## src/fra_pkg.sv

```systemverilog
package fra_pkg;

   localparam int FRAME_SLOTS_DEF    = 4;
   localparam int MAX_ALLOCS_DEF     = 1024;

   localparam logic [31:0] CAP_RESET = 32'd134217728;
   localparam logic [31:0] CAP_LIMIT = 32'h8000_0000;

   localparam logic CMD_ALLOC   = 1'b0;
   localparam logic CMD_RELEASE = 1'b1;

   localparam logic [1:0] STATUS_OK       = 2'd0;
   localparam logic [1:0] STATUS_NO_SPACE = 2'd1;
   localparam logic [1:0] STATUS_IDX_FULL = 2'd2;

   // Dividend of the remainder unit: a 31-bit pointer plus up to 32 bits of offset.
   localparam int DIVIDEND_W = 34;

   typedef struct packed {
      logic                  start;
      logic [DIVIDEND_W-1:0] dividend;
      logic [31:0]           divisor;
   } fra_mod_req_type;

endpackage

```

## src/fra_mod.sv

```systemverilog
module fra_mod (
   input  logic                      clock,
   input  logic                      reset,
   input  fra_pkg::fra_mod_req_type  mod_req,
   output logic                      done,
   output logic [31:0]               remainder
);
   import fra_pkg::*;

   localparam int CNT_W = $clog2(DIVIDEND_W);
   localparam logic [CNT_W-1:0] LAST_STEP = CNT_W'(DIVIDEND_W - 1);

   logic                  busy_ff, busy_in;
   logic                  done_ff, done_in;
   logic [CNT_W-1:0]      count_ff, count_in;
   logic [DIVIDEND_W-1:0] dividend_ff, dividend_in;
   logic [31:0]           divisor_ff, divisor_in;
   logic [31:0]           rem_ff, rem_in;
   logic [32:0]           trial;
   logic [32:0]           diff;

   // Restoring remainder: one dividend bit shifted in per cycle, MSB first.
   assign trial = {rem_ff, dividend_ff[DIVIDEND_W-1]};
   assign diff  = trial - {1'b0, divisor_ff};

   always_comb begin
      busy_in     = busy_ff;
      done_in     = 1'b0;
      count_in    = count_ff;
      dividend_in = dividend_ff;
      divisor_in  = divisor_ff;
      rem_in      = rem_ff;
      if (mod_req.start) begin
         busy_in     = 1'b1;
         count_in    = '0;
         dividend_in = mod_req.dividend;
         divisor_in  = mod_req.divisor;
         rem_in      = '0;
      end else if (busy_ff) begin
         rem_in      = (trial >= {1'b0, divisor_ff}) ? diff[31:0] : trial[31:0];
         dividend_in = {dividend_ff[DIVIDEND_W-2:0], 1'b0};
         count_in    = count_ff + CNT_W'(1);
         if (count_ff == LAST_STEP) begin
            busy_in = 1'b0;
            done_in = 1'b1;
         end
      end
   end

   always_ff @(posedge clock) begin
      if (reset) begin
         busy_ff <= 1'b0;
         done_ff <= 1'b0;
      end else begin
         busy_ff <= busy_in;
         done_ff <= done_in;
      end
      count_ff    <= count_in;
      dividend_ff <= dividend_in;
      divisor_ff  <= divisor_in;
      rem_ff      <= rem_in;
   end

   assign done      = done_ff;
   assign remainder = rem_ff;

endmodule

```

## src/frame_ring_allocator_unit.sv

```systemverilog
// Per-frame ring allocator. A ring of ring_capacity bytes (values above 2^31 act as
// 2^31) is handed out front to back, each allocation charged to a frame-in-flight
// slot. An allocate request pads the end pointer to a 2^align_log2 boundary and,
// if the padded size fits, answers with the offset and the allocation's index in
// its slot; otherwise the status reports "out of space" (checked first) or "slot
// index full". A release request moves the start pointer past the slot's bytes and
// clears the slot's counters. One request is worked on at a time and every request
// gives exactly one response. A request that fails, or that releases a slot while
// the capacity is zero or names an unknown slot, goes from the slot read straight
// to its response. A successful allocate or an ordinary release also runs the
// bit-serial remainder unit that wraps pointers modulo the capacity: the slot is
// read and the unit started, then 34 steps follow (one bit of a 34-bit dividend per
// cycle), then the remainder is collected and, for an allocate, the end pointer is
// wrapped. The next request can be accepted in the same cycle as the response is
// offered. The per-slot counters live in a small synchronous memory with a
// registered read; per-entry valid bits cleared by reset make unwritten entries
// read as zero, so no clearing pass follows reset. A new request may be accepted
// while the previous response still waits to be taken.
module frame_ring_allocator_unit #(
   parameter int FRAME_SLOTS          = fra_pkg::FRAME_SLOTS_DEF,
   parameter int MAX_ALLOCS_PER_FRAME = fra_pkg::MAX_ALLOCS_DEF
) (
   input  logic        clock,
   input  logic        reset,
   input  logic        req_valid,
   output logic        req_ready,
   input  logic        req_cmd,
   input  logic [31:0] req_request_bytes,
   input  logic [4:0]  req_align_log2,
   input  logic [1:0]  req_frame_slot,
   output logic        rsp_valid,
   input  logic        rsp_ready,
   output logic [1:0]  rsp_status,
   output logic [30:0] rsp_alloc_offset,
   output logic [9:0]  rsp_alloc_index,
   output logic [31:0] rsp_used_bytes_now,
   input  logic        csr_wr_en,
   input  logic [31:0] csr_wr_data
);
   import fra_pkg::*;

   localparam int SLOT_W = (FRAME_SLOTS > 1) ? $clog2(FRAME_SLOTS) : 1;
   localparam int CNT_W  = $clog2(MAX_ALLOCS_PER_FRAME + 1);
   localparam int ENT_W  = 32 + CNT_W;
   localparam logic [CNT_W-1:0] MAX_CNT = CNT_W'(MAX_ALLOCS_PER_FRAME);

   typedef enum logic [2:0] {
      S_IDLE,
      S_LOOK,
      S_DIV,
      S_WRAP,
      S_DONE
   } state_type;

   state_type          state_ff, state_in;

   // Ring state.
   logic [31:0]        cap_ff, cap_in;
   logic [30:0]        end_ff, end_in;
   logic [30:0]        start_ff, start_in;
   logic [31:0]        used_ff, used_in;

   // The request under way.
   logic               cmd_ff, cmd_in;
   logic [31:0]        req_bytes_ff, req_bytes_in;
   logic [30:0]        pad_ff, pad_in;
   logic [32:0]        asize_ff, asize_in;
   logic               slot_ok_ff, slot_ok_in;
   logic [SLOT_W-1:0]  slot_addr_ff, slot_addr_in;
   logic [32:0]        sum_ff, sum_in;

   // Pending response fields.
   logic [1:0]         status_ff, status_in;
   logic [30:0]        offset_ff, offset_in;
   logic [9:0]         index_ff, index_in;

   // Response register.
   logic               rsp_valid_ff, rsp_valid_in;
   logic [1:0]         rsp_status_ff, rsp_status_in;
   logic [30:0]        rsp_offset_ff, rsp_offset_in;
   logic [9:0]         rsp_index_ff, rsp_index_in;
   logic [31:0]        rsp_used_ff, rsp_used_in;

   // Per-slot counter memory: byte count above, allocation count below.
   logic [ENT_W-1:0]       mem [FRAME_SLOTS];
   logic [FRAME_SLOTS-1:0] ent_valid_ff;
   logic [ENT_W-1:0]       rd_data_ff;
   logic                   rd_valid_ff;
   logic [SLOT_W-1:0]      rd_addr;
   logic                   mem_wr_en;
   logic [ENT_W-1:0]       mem_wr_data;

   logic [31:0]        cap_eff;
   logic               cap_zero;
   logic [31:0]        amask;
   logic [31:0]        slot_ext;
   logic               slot_ok_now;
   logic [31:0]        frame_bytes;
   logic [CNT_W-1:0]   frame_cnt;
   logic [31:0]        cnt_ext;
   logic [31:0]        fb_new;
   logic [33:0]        used_plus;
   logic [32:0]        wrap_diff;
   fra_mod_req_type    mod_req;
   logic               mod_done;
   logic [31:0]        mod_rem;

   // Capacities above 2^31 behave as exactly 2^31.
   assign cap_eff  = (cap_ff > CAP_LIMIT) ? CAP_LIMIT : cap_ff;
   assign cap_zero = (cap_ff == '0);

   assign amask       = (32'd1 << req_align_log2) - 32'd1;
   assign slot_ext    = 32'(req_frame_slot);
   assign slot_ok_now = (slot_ext < 32'(FRAME_SLOTS));
   assign rd_addr     = slot_ok_now ? slot_ext[SLOT_W-1:0] : '0;

   // An entry that has never been written reads as zero.
   assign frame_bytes = rd_valid_ff ? rd_data_ff[ENT_W-1:CNT_W] : '0;
   assign frame_cnt   = rd_valid_ff ? rd_data_ff[CNT_W-1:0] : '0;
   assign cnt_ext     = 32'(frame_cnt);
   assign fb_new      = frame_bytes + asize_ff[31:0];
   assign used_plus   = 34'(used_ff) + 34'(asize_ff);
   assign wrap_diff   = sum_ff - 33'(cap_eff);

   fra_mod u_mod (
      .clock     (clock),
      .reset     (reset),
      .mod_req   (mod_req),
      .done      (mod_done),
      .remainder (mod_rem)
   );

   always_comb begin
      state_in      = state_ff;
      cap_in        = csr_wr_en ? csr_wr_data : cap_ff;
      end_in        = end_ff;
      start_in      = start_ff;
      used_in       = used_ff;
      cmd_in        = cmd_ff;
      req_bytes_in  = req_bytes_ff;
      pad_in        = pad_ff;
      asize_in      = asize_ff;
      slot_ok_in    = slot_ok_ff;
      slot_addr_in  = slot_addr_ff;
      sum_in        = sum_ff;
      status_in     = status_ff;
      offset_in     = offset_ff;
      index_in      = index_ff;
      rsp_valid_in  = rsp_valid_ff & ~rsp_ready;
      rsp_status_in = rsp_status_ff;
      rsp_offset_in = rsp_offset_ff;
      rsp_index_in  = rsp_index_ff;
      rsp_used_in   = rsp_used_ff;
      mem_wr_en     = 1'b0;
      mem_wr_data   = '0;
      mod_req       = '0;
      mod_req.divisor = cap_eff;

      unique case (state_ff)
         S_IDLE: begin
            if (req_valid) begin
               // The pad brings the end pointer up to the requested boundary.
               cmd_in       = req_cmd;
               req_bytes_in = req_request_bytes;
               pad_in       = (31'd0 - end_ff) & amask[30:0];
               asize_in     = 33'((31'd0 - end_ff) & amask[30:0]) + 33'(req_request_bytes);
               slot_ok_in   = slot_ok_now;
               slot_addr_in = rd_addr;
               status_in    = STATUS_OK;
               offset_in    = '0;
               index_in     = '0;
               state_in     = S_LOOK;
            end
         end
         S_LOOK: begin
            // The slot's counters arrive from memory in this cycle.
            if (cmd_ff == CMD_RELEASE) begin
               if (slot_ok_ff) begin
                  used_in   = (used_ff >= frame_bytes) ? used_ff - frame_bytes : '0;
                  mem_wr_en = 1'b1;
                  if (cap_zero) begin
                     start_in = '0;
                     state_in = S_DONE;
                  end else begin
                     mod_req.start    = 1'b1;
                     mod_req.dividend = DIVIDEND_W'(start_ff) + DIVIDEND_W'(frame_bytes);
                     state_in         = S_DIV;
                  end
               end else begin
                  state_in = S_DONE;
               end
            end else begin
               priority if (cap_zero || (used_plus > 34'(cap_eff))) begin
                  status_in = STATUS_NO_SPACE;
                  state_in  = S_DONE;
               end else if (!slot_ok_ff || (frame_cnt >= MAX_CNT)) begin
                  status_in = STATUS_IDX_FULL;
                  state_in  = S_DONE;
               end else begin
                  index_in         = cnt_ext[9:0];
                  used_in          = used_plus[31:0];
                  mem_wr_en        = 1'b1;
                  mem_wr_data      = {fb_new, frame_cnt + CNT_W'(1)};
                  mod_req.start    = 1'b1;
                  mod_req.dividend = DIVIDEND_W'(end_ff) + DIVIDEND_W'(pad_ff);
                  state_in         = S_DIV;
               end
            end
         end
         S_DIV: begin
            if (mod_done) begin
               if (cmd_ff == CMD_ALLOC) begin
                  offset_in = mod_rem[30:0];
                  sum_in    = 33'(mod_rem) + 33'(req_bytes_ff);
                  state_in  = S_WRAP;
               end else begin
                  start_in = mod_rem[30:0];
                  state_in = S_DONE;
               end
            end
         end
         S_WRAP: begin
            // The fit check bounds the request by the capacity, so one subtract wraps it.
            end_in   = (sum_ff >= 33'(cap_eff)) ? wrap_diff[30:0] : sum_ff[30:0];
            state_in = S_DONE;
         end
         S_DONE: begin
            if (!rsp_valid_ff || rsp_ready) begin
               rsp_valid_in  = 1'b1;
               rsp_status_in = status_ff;
               rsp_offset_in = offset_ff;
               rsp_index_in  = index_ff;
               rsp_used_in   = used_ff;
               state_in      = S_IDLE;
            end
         end
         default: begin
            state_in = S_IDLE;
         end
      endcase
   end

   always_ff @(posedge clock) begin
      if (reset) begin
         state_ff     <= S_IDLE;
         cap_ff       <= CAP_RESET;
         end_ff       <= '0;
         start_ff     <= '0;
         used_ff      <= '0;
         rsp_valid_ff <= 1'b0;
         ent_valid_ff <= '0;
      end else begin
         state_ff     <= state_in;
         cap_ff       <= cap_in;
         end_ff       <= end_in;
         start_ff     <= start_in;
         used_ff      <= used_in;
         rsp_valid_ff <= rsp_valid_in;
         if (mem_wr_en) begin
            ent_valid_ff[slot_addr_ff] <= 1'b1;
         end
      end
      cmd_ff        <= cmd_in;
      req_bytes_ff  <= req_bytes_in;
      pad_ff        <= pad_in;
      asize_ff      <= asize_in;
      slot_ok_ff    <= slot_ok_in;
      slot_addr_ff  <= slot_addr_in;
      sum_ff        <= sum_in;
      status_ff     <= status_in;
      offset_ff     <= offset_in;
      index_ff      <= index_in;
      rsp_status_ff <= rsp_status_in;
      rsp_offset_ff <= rsp_offset_in;
      rsp_index_ff  <= rsp_index_in;
      rsp_used_ff   <= rsp_used_in;
   end

   // Counter memory: one write and one registered read per cycle. The write of a
   // request always lands before the next request is accepted, so no bypass is needed.
   always_ff @(posedge clock) begin
      if (mem_wr_en) begin
         mem[slot_addr_ff] <= mem_wr_data;
      end
      rd_data_ff  <= mem[rd_addr];
      rd_valid_ff <= ent_valid_ff[rd_addr];
   end

   assign req_ready          = (state_ff == S_IDLE);
   assign rsp_valid          = rsp_valid_ff;
   assign rsp_status         = rsp_status_ff;
   assign rsp_alloc_offset   = rsp_offset_ff;
   assign rsp_alloc_index    = rsp_index_ff;
   assign rsp_used_bytes_now = rsp_used_ff;

endmodule

```

## config.mk

```make
export PLATFORM = sky130hd
export DESIGN_NAME = frame_ring_allocator_unit
export DESIGN_NICKNAME = d
export VERILOG_FILES = /design/src/fra_pkg.sv /design/src/fra_mod.sv /design/src/frame_ring_allocator_unit.sv
export SDC_FILE = /design/constraint.sdc
export NUM_CORES = 2
export LEC_CHECK = 0
export BUFFER_PORTS_ARGS = -buffer_cell sky130_fd_sc_hd__buf_2
export CORE_ASPECT_RATIO = 1.2
export CORE_MARGIN = 2
export CORE_UTILIZATION = 60
export CTS_CLUSTER_DIAMETER = 60
export DETAILED_ROUTE_END_ITERATION = 7
export PLACE_DENSITY = 0.78
export SYNTH_ARGS = -nofsm -noshare
export SYNTH_HDL_FRONTEND = slang
export SYNTH_SLANG_ARGS = --single-unit
```

## constraint.sdc

```tcl
create_clock -name clock -period 20 [get_ports clock]
set_input_delay 0 -clock clock [delete_from_list [all_inputs] [get_ports clock]]
set_output_delay 0 -clock clock [all_outputs]
set_load 0.02 [all_outputs]
```

Yosys cells after proc, flatten, opt, wreduce, memory -nomap -nowiden
Memories as Yosys holds them, arrays and structs flattened. A register that Yosys moved wholly into a read port is not among the register bits.
Cells that the tools add are included.
{ "totals": {"ramBits": 172, "output_inout_bits": 77, "word_cells": 173, "inputBits": 77, "mem_count": 1, "mem_bits_ro": 0, "latchBits": 0, "ff_bits": 492} }
{ "op_classes": {"n_lt_le_gt_ge": 10, "addsub": 14, "shift": 1, "bitwise": 7, "n_eq_ne": 20, "n_reduce_logical": 22, "div_mod_pow": 0, "multipliers": 0, "n_mux": 70} }
{ "memory_table": {"columns": ["memory", "depth", "word_bits", "read_ports", "rd_clocked_by_memory_dff", "wr", "line", "source"], "rows": [
  ["mem", 4, 43, 1, 1, 1, "frame_ring_allocator_unit.sv:85", "logic [ENT_W-1:0] mem [FRAME_SLOTS];"]
]} }
{ "op_table": {"columns": ["operator", "n"], "rows": [
  ["2-to-1 mux 31 bit", 9],
  ["2-to-1 mux 32 bit", 8],
  ["2-to-1 mux 35 bit", 6],
  ["2-to-1 mux 43 bit", 4],
  ["one-hot mux 31 bit (2 select lines)", 2],
  ["2-to-1 mux 34 bit", 2],
  ["greater-or-equal comparator 33 x 32 -> 1 bit", 2],
  ["subtractor 32 bit", 2],
  ["2-to-1 mux 10 bit", 4],
  ["adder 32 x 33 -> 34 bit", 1],
  ["greater-than comparator 34 x 32 -> 1 bit", 1],
  ["adder 31 x 32 -> 33 bit", 1],
  ["adder 32 x 32 -> 33 bit", 1],
  ["adder 33 x 32 -> 33 bit", 1],
  ["AND 33 x 31 -> 33 bit", 1],
  ["adder 31 x 31 -> 32 bit", 1],
  ["adder 32 bit", 1],
  ["greater-or-equal comparator 32 bit", 1],
  ["greater-than comparator 32 bit, second input constant", 1],
  ["zero test 32 bit", 1],
  ["subtractor 1 x 31 -> 32 bit, first input constant", 1],
  ["AND 31 bit", 1],
  ["<< shifter 1 x 5 -> 31 bit, first input constant", 1],
  ["subtractor 1 x 31 -> 31 bit, first input constant", 1],
  ["other kinds (37)", 90]
]} }

Longest topological paths before layout
{ "depth": {"word_depth": 9, "ltp_mapped": 27, "ltp_nobuf": 25} }

Modules after synthesis
From an unflattened synthesis, not the netlist that was laid out.
{ "unflattened": {"cells_unflattened": 4116, "area_unflattened_um2": 42408.2} }
{ "modules_own_cells": {"columns": ["mod", "cells_each", "instances", "area_per_inst_um2", "seq_area_each_um2"], "rows": [
  ["frame_ring_allocator_unit", 3531, 1, 36387.4, 16235.6],
  ["fra_mod", 585, 1, 6020.8, 2782.7]
]} }

Worst setup path before layout
OpenSTA, ideal clock, no wires.
{ "synth_timing": {"path_type": "flip-flop to flip-flop", "startpoint": "reg asize_ff[1]", "endpoint": "mem mem[2][0] in the netlist's numbering, enable pin", "period_less_slack_ps": 7839, "setup_ps": 508, "required_ps": 19492, "slack_ps": 12161, "n_path_buf": 1, "path_stages_with_launch": 22, "arrival_ps": 7331, "cell_sequence": "edfxtp_1 > ha_1 > a211oi_1 > o211ai_1 > a2111oi_2 > o31ai_2 > a21oi_1 > o21bai_1 > a21oi_1 > o21ai_0 > xor2_1 > ha_1 > and4_1 > nand2_1 > nor3_1 > a31oi_1 > a21oi_1 > o211ai_1 > nand2_1 > o21ai_1 > buf_2 > nor3b_1"} }
{ "synth_between": {"elab_chain_cells": 8} }
{ "synth_lines": {"columns": ["item", "line", "source"], "rows": [
  ["start: declaration", "frame_ring_allocator_unit.sv:67", "logic [32:0] asize_ff, asize_in;"],
  ["start signal: assignment", "frame_ring_allocator_unit.sv:266", "asize_ff <= asize_in;"],
  ["adder 32 x 33 -> 34 bit", "frame_ring_allocator_unit.sv:122", "assign used_plus = 34'(used_ff) + 34'(asize_ff);"],
  ["greater-than comparator 34 x 32 -> 1 bit", "frame_ring_allocator_unit.sv:193", "priority if (cap_zero || (used_plus > 34'(cap_eff))) begin"],
  ["logical OR 1 bit", "frame_ring_allocator_unit.sv:193", null],
  ["2-to-1 mux 1 bit", "frame_ring_allocator_unit.sv:193", null],
  ["2-to-1 mux 1 bit", "frame_ring_allocator_unit.sv:177", "if (cmd_ff == CMD_RELEASE) begin"],
  ["2-to-1 mux 1 bit", "frame_ring_allocator_unit.sv:159", "unique case (state_ff)"],
  ["2-to-1 mux 1 bit", "frame_ring_allocator_unit.sv:282", "if (mem_wr_en) begin"],
  ["2-to-1 mux 1 bit (not written as such)", "frame_ring_allocator_unit.sv:283", "mem[slot_addr_ff] <= mem_wr_data;"],
  ["end: declaration", "frame_ring_allocator_unit.sv:85", null]
]} }
No other way between the ends.

Worst setup path after layout
{ "layout_timing": {"startpoint": "reg asize_ff[1]", "endpoint": "mem mem[0][19] in the netlist's numbering, data pin"} }
{ "layout_between": {"elab_chain_cells": 6, "word_cells_on_any_way": 8, "classes_between": "add/sub: 2; order compare: 1; mux: 4; reduce/logical: 1"} }
{ "layout_lines": {"columns": ["item", "line", "source"], "rows": [
  ["adder 32 x 33 -> 34 bit", "frame_ring_allocator_unit.sv:122", null],
  ["greater-than comparator 34 x 32 -> 1 bit", "frame_ring_allocator_unit.sv:193", null],
  ["logical OR 1 bit", "frame_ring_allocator_unit.sv:193", null],
  ["2-to-1 mux 43 bit *", "frame_ring_allocator_unit.sv:193", null],
  ["2-to-1 mux 43 bit *", "frame_ring_allocator_unit.sv:177", null],
  ["2-to-1 mux 43 bit *", "frame_ring_allocator_unit.sv:159", null],
  ["named net mem_wr_data[19]", "frame_ring_allocator_unit.sv:91", "logic [ENT_W-1:0] mem_wr_data;"]
]} }
Mark *: on every way through the listed nets, which the timed path passes. The rest lies on a longest branch.

==> flow_summary.ini <==
[global_route]
grt_pass1_wl_mm = 176
antenna_found_initial = 2
grt_use_total_pct = 32.8
grt_start_max_net_pins = 95
gr-total-overflow = 0
grt_pass1_vias = 30715

[final_layout]
fill_cells = 5175
multi_input_area_mm2 = 0.0205
area_growth_pct = 12.4
register_area_mm2 = 0.0190
fin_nets = 4543
layout-drive-gt1-share_pct = 9.72
fin_cells = 5107

[synth]
synthCells = 3929
ys_types = 83
ys_seq_area_share_pct = 46.7
syn_nets = 4336
synthArstFlopShare_pct = 0
ys_ff_latch = 706
yosysWarnings = 0
syn_area_mm2 = 0.0407
synth_edf_count = 488
ys.flop_type = edfxtp_1
avgSynthCellArea_um2 = 10.4

[route]
vias = 31898
drc = 0
dr.pass1.iters = 5
wire_per_inst_um = 23.0
ant_nets = 0
dr.first_iter.drc_count = 2848
via_per_inst = 6.25
routed_wl_mm = 117

[worst_setup_path]
critPathKind = reg2reg
endpoint_kind = register
critical_path_required_ns = 20.35
start_kind = register
cp_data_arrival_time_ns = 7.82
worstPathMaxFanout = 53

[clock_network]
cts-root-buf = clkbuf_16
cts_htree_levels = 3
cts.sinks = 706
postCtsResizedCells = 0
cts_tree = yes
numCtsBuffers = 75
insertion_delay_ns = 0.65
clockBufferDepth = 3
clkTransAtPathRegs_ns = 0.06

[pwr]
powerDensity_mw_per_mm2 = 116
leakagePower_nw = 19.0
ir_drop_uv = 106

[placed_design]
numPortBuffers = 153
gp_congestion = 0.971
dp.cells = 4886
place_hpwl_mm = 87.4

[job]
cap_violations = 0

[timing]
rsz0062_at_grt = no
finalCritPeriodShare_pct = 37.3
setup_viol_count_final = 0
setup_tns_ns = 0
max_slew_margin_pct = 24.3
slew_violations = 0
tightest_slew_ns = 1.14
fin_skew_ns = 0.0308
hold_viol_final = 0
fin_crit_ns = 7.47
fmax_mhz = 134

[floorplanning]
die_w_um = 242
ioPinCount = 154
start_util_pct = 60.6
die_h_um = 289
core_mm2 = 0.0671
dieArea_mm2 = 0.0700
rows = 104

[outcome]
outcome = completed

[hold_path]
hold_class = in2reg
[where the power goes]
part / switching [mW] / total [mW] / internal, mW
Combinational: 1.16 / 1.92 / 0.760
Sequential: 0.132 / 1.91 / 1.77
Clock: 0.629 / 1.49 / 0.858
Total: 1.92 / 5.31 / 3.39
[critical path, cell delays in order (launching register included)]
cell and delay, ns:
edfxtp_1 0.48, ha_1 0.33, a211oi_1 0.43, o211ai_1 0.28, a2111oi_2 0.65, o31ai_2 0.21
a211o_1 0.32, a31oi_1 0.21, xnor2_1 0.12, ha_1 0.31, nand4_1 0.20, nor4_1 0.50
o311ai_0 0.21, and4_1 0.22, o211ai_1 0.17, a21oi_1 0.15, o211ai_1 0.13, nand2_1 0.20
a21oi_4 0.18, buf_4 0.54, inv_2 0.42, nand2_1 0.15, buf_4 0.43, nor3_1 0.21
[path summary, 6_finish.rpt]
path	startpoint	end	slack (ns)	cells past startpoint
min reg2reg	index_ff[9]$_SDFFCE_PN0P_	rsp_alloc_index[9]$_DFFE_PP_	0.42	0
min	req_frame_slot[1]	slot_addr_ff[1]$_DFFE_PP_	0.05	2
max	asize_ff[1]$_DFFE_PP_	mem[0][19]$_DFFE_PP_	12.53	23
max reg2reg	asize_ff[1]$_DFFE_PP_	mem[0][19]$_DFFE_PP_	12.53	23
[logic make-up (layout without fill, tap and decap cells)]
logic type / after synthesis / count (layout) / synth area share [%]
flip-flops: 706 / 706 / 46.7
buffers and inverters: 312 / 582 / 3.00
AO/OA/AOI/OAI: 1033 / 1033 / 16.6
other: 0 / 7 / 0
AND/OR/NAND/NOR: 1152 / 1152 / 13.1
adder cells (fa/ha/maj): 330 / 330 / 10.3
multiplexers: 114 / 114 / 4.16
XOR/XNOR: 282 / 282 / 6.07
[final cells by class]
| class | instances | area share [%] |
|---|---|---|
| multi-input cells | 2911 | 44.9 |
| flip-flops and latches | 706 | 41.6 |
| clock buffers | 95 | 4.46 |
| repair buffers | 260 | 3.84 |
| well taps | 901 | 2.46 |
| inverters | 182 | 1.50 |
| clock inverters | 45 | 1.28 |
| diodes | 7 | 0.0383 |
[routing by layer]
metal  routed length (µm)  vias up  global-route usage, %
li1                     -    15020                      -
met1                46100    15300                   41.7
met5                    0        -                      0
met4                 6160        0                   17.1
met3                 8550      275                   4.13
met2                56400     1303                   55.6
[timing repair]
item / 4_1_cts / 5_1_grt
hold buffers: 74 / 0
buffers inserted: 0 / 0
endpoints found under the hold margin: 126 / 0
[flip-flops by register name (all words and copies together) (netlist names), 32 cells and up]
name,count
u_mod.dividend_ff,34
cap_ff,32
u_mod.remainder,32
rsp_used_bytes_now,32
sum_ff,33
asize_ff,33
rd_data_ff,43
req_bytes_ff,32
u_mod.divisor_ff,32
used_ff,32
mem,172
[Yosys cell counts (44+ instances only)]
cell | instances | share of area (%)
nor2_1 | 383 | 3.5
dfxtp_1 | 218 | 11
o21ai_0 | 160 | 2.0
a211oi_1 | 90 | 1.7
nand2_1 | 321 | 3.0
mux4_2 | 44 | 2.4
inv_1 | 180 | 1.7
xor2_1 | 106 | 2.3
a21o_1 | 118 | 2.2
and2_1 | 52 | 0.80
clkbuf_1 | 92 | 0.85
ha_1 | 321 | 9.9
edfxtp_1 | 488 | 36
nand3_1 | 60 | 0.74
a21oi_1 | 321 | 3.9
nor3_1 | 84 | 1.0
mux2i_1 | 67 | 1.6
xnor2_1 | 176 | 3.8
[metrics by stage]
stage | hold slack, ns | worst slack (ns) | util (%) | instance area (µm²) | total power [mW]
floorplan | 0.0989 | 12.16 | - | 40700 | 3.29
global placement | 0.201 | 12.88 | 63.1 | 42400 | 3.77
detailed placement | 0.198 | 12.74 | 63.1 | 42400 | 3.79
CTS | 0.0471 | 12.70 | 68.1 | 45700 | 5.29
global route | 0.0671 | 11.97 | 68.1 | 45700 | 5.56
finish | 0.0507 | 12.53 | 68.2 | 45800 | 5.31
[cells in the final DEF, fill, tap and decap left out, drive strengths merged, types with 67 or more instances in the layout]
cell type | synthesis | final
buf | 38 | 186
a21oi | 324 | 324
dlygate4sd3 | 0 | 74
edfxtp | 488 | 488
ha | 321 | 321
a211oi | 90 | 90
xnor2 | 176 | 176
clkbuf | 92 | 95
inv | 181 | 193
dfxtp | 218 | 218
nand2 | 321 | 321
xor2 | 106 | 106
nor2 | 383 | 383
nor3 | 84 | 84
a21o | 118 | 118
o21ai | 169 | 169
mux2i | 67 | 67
(Power assumes the default switching activity.)
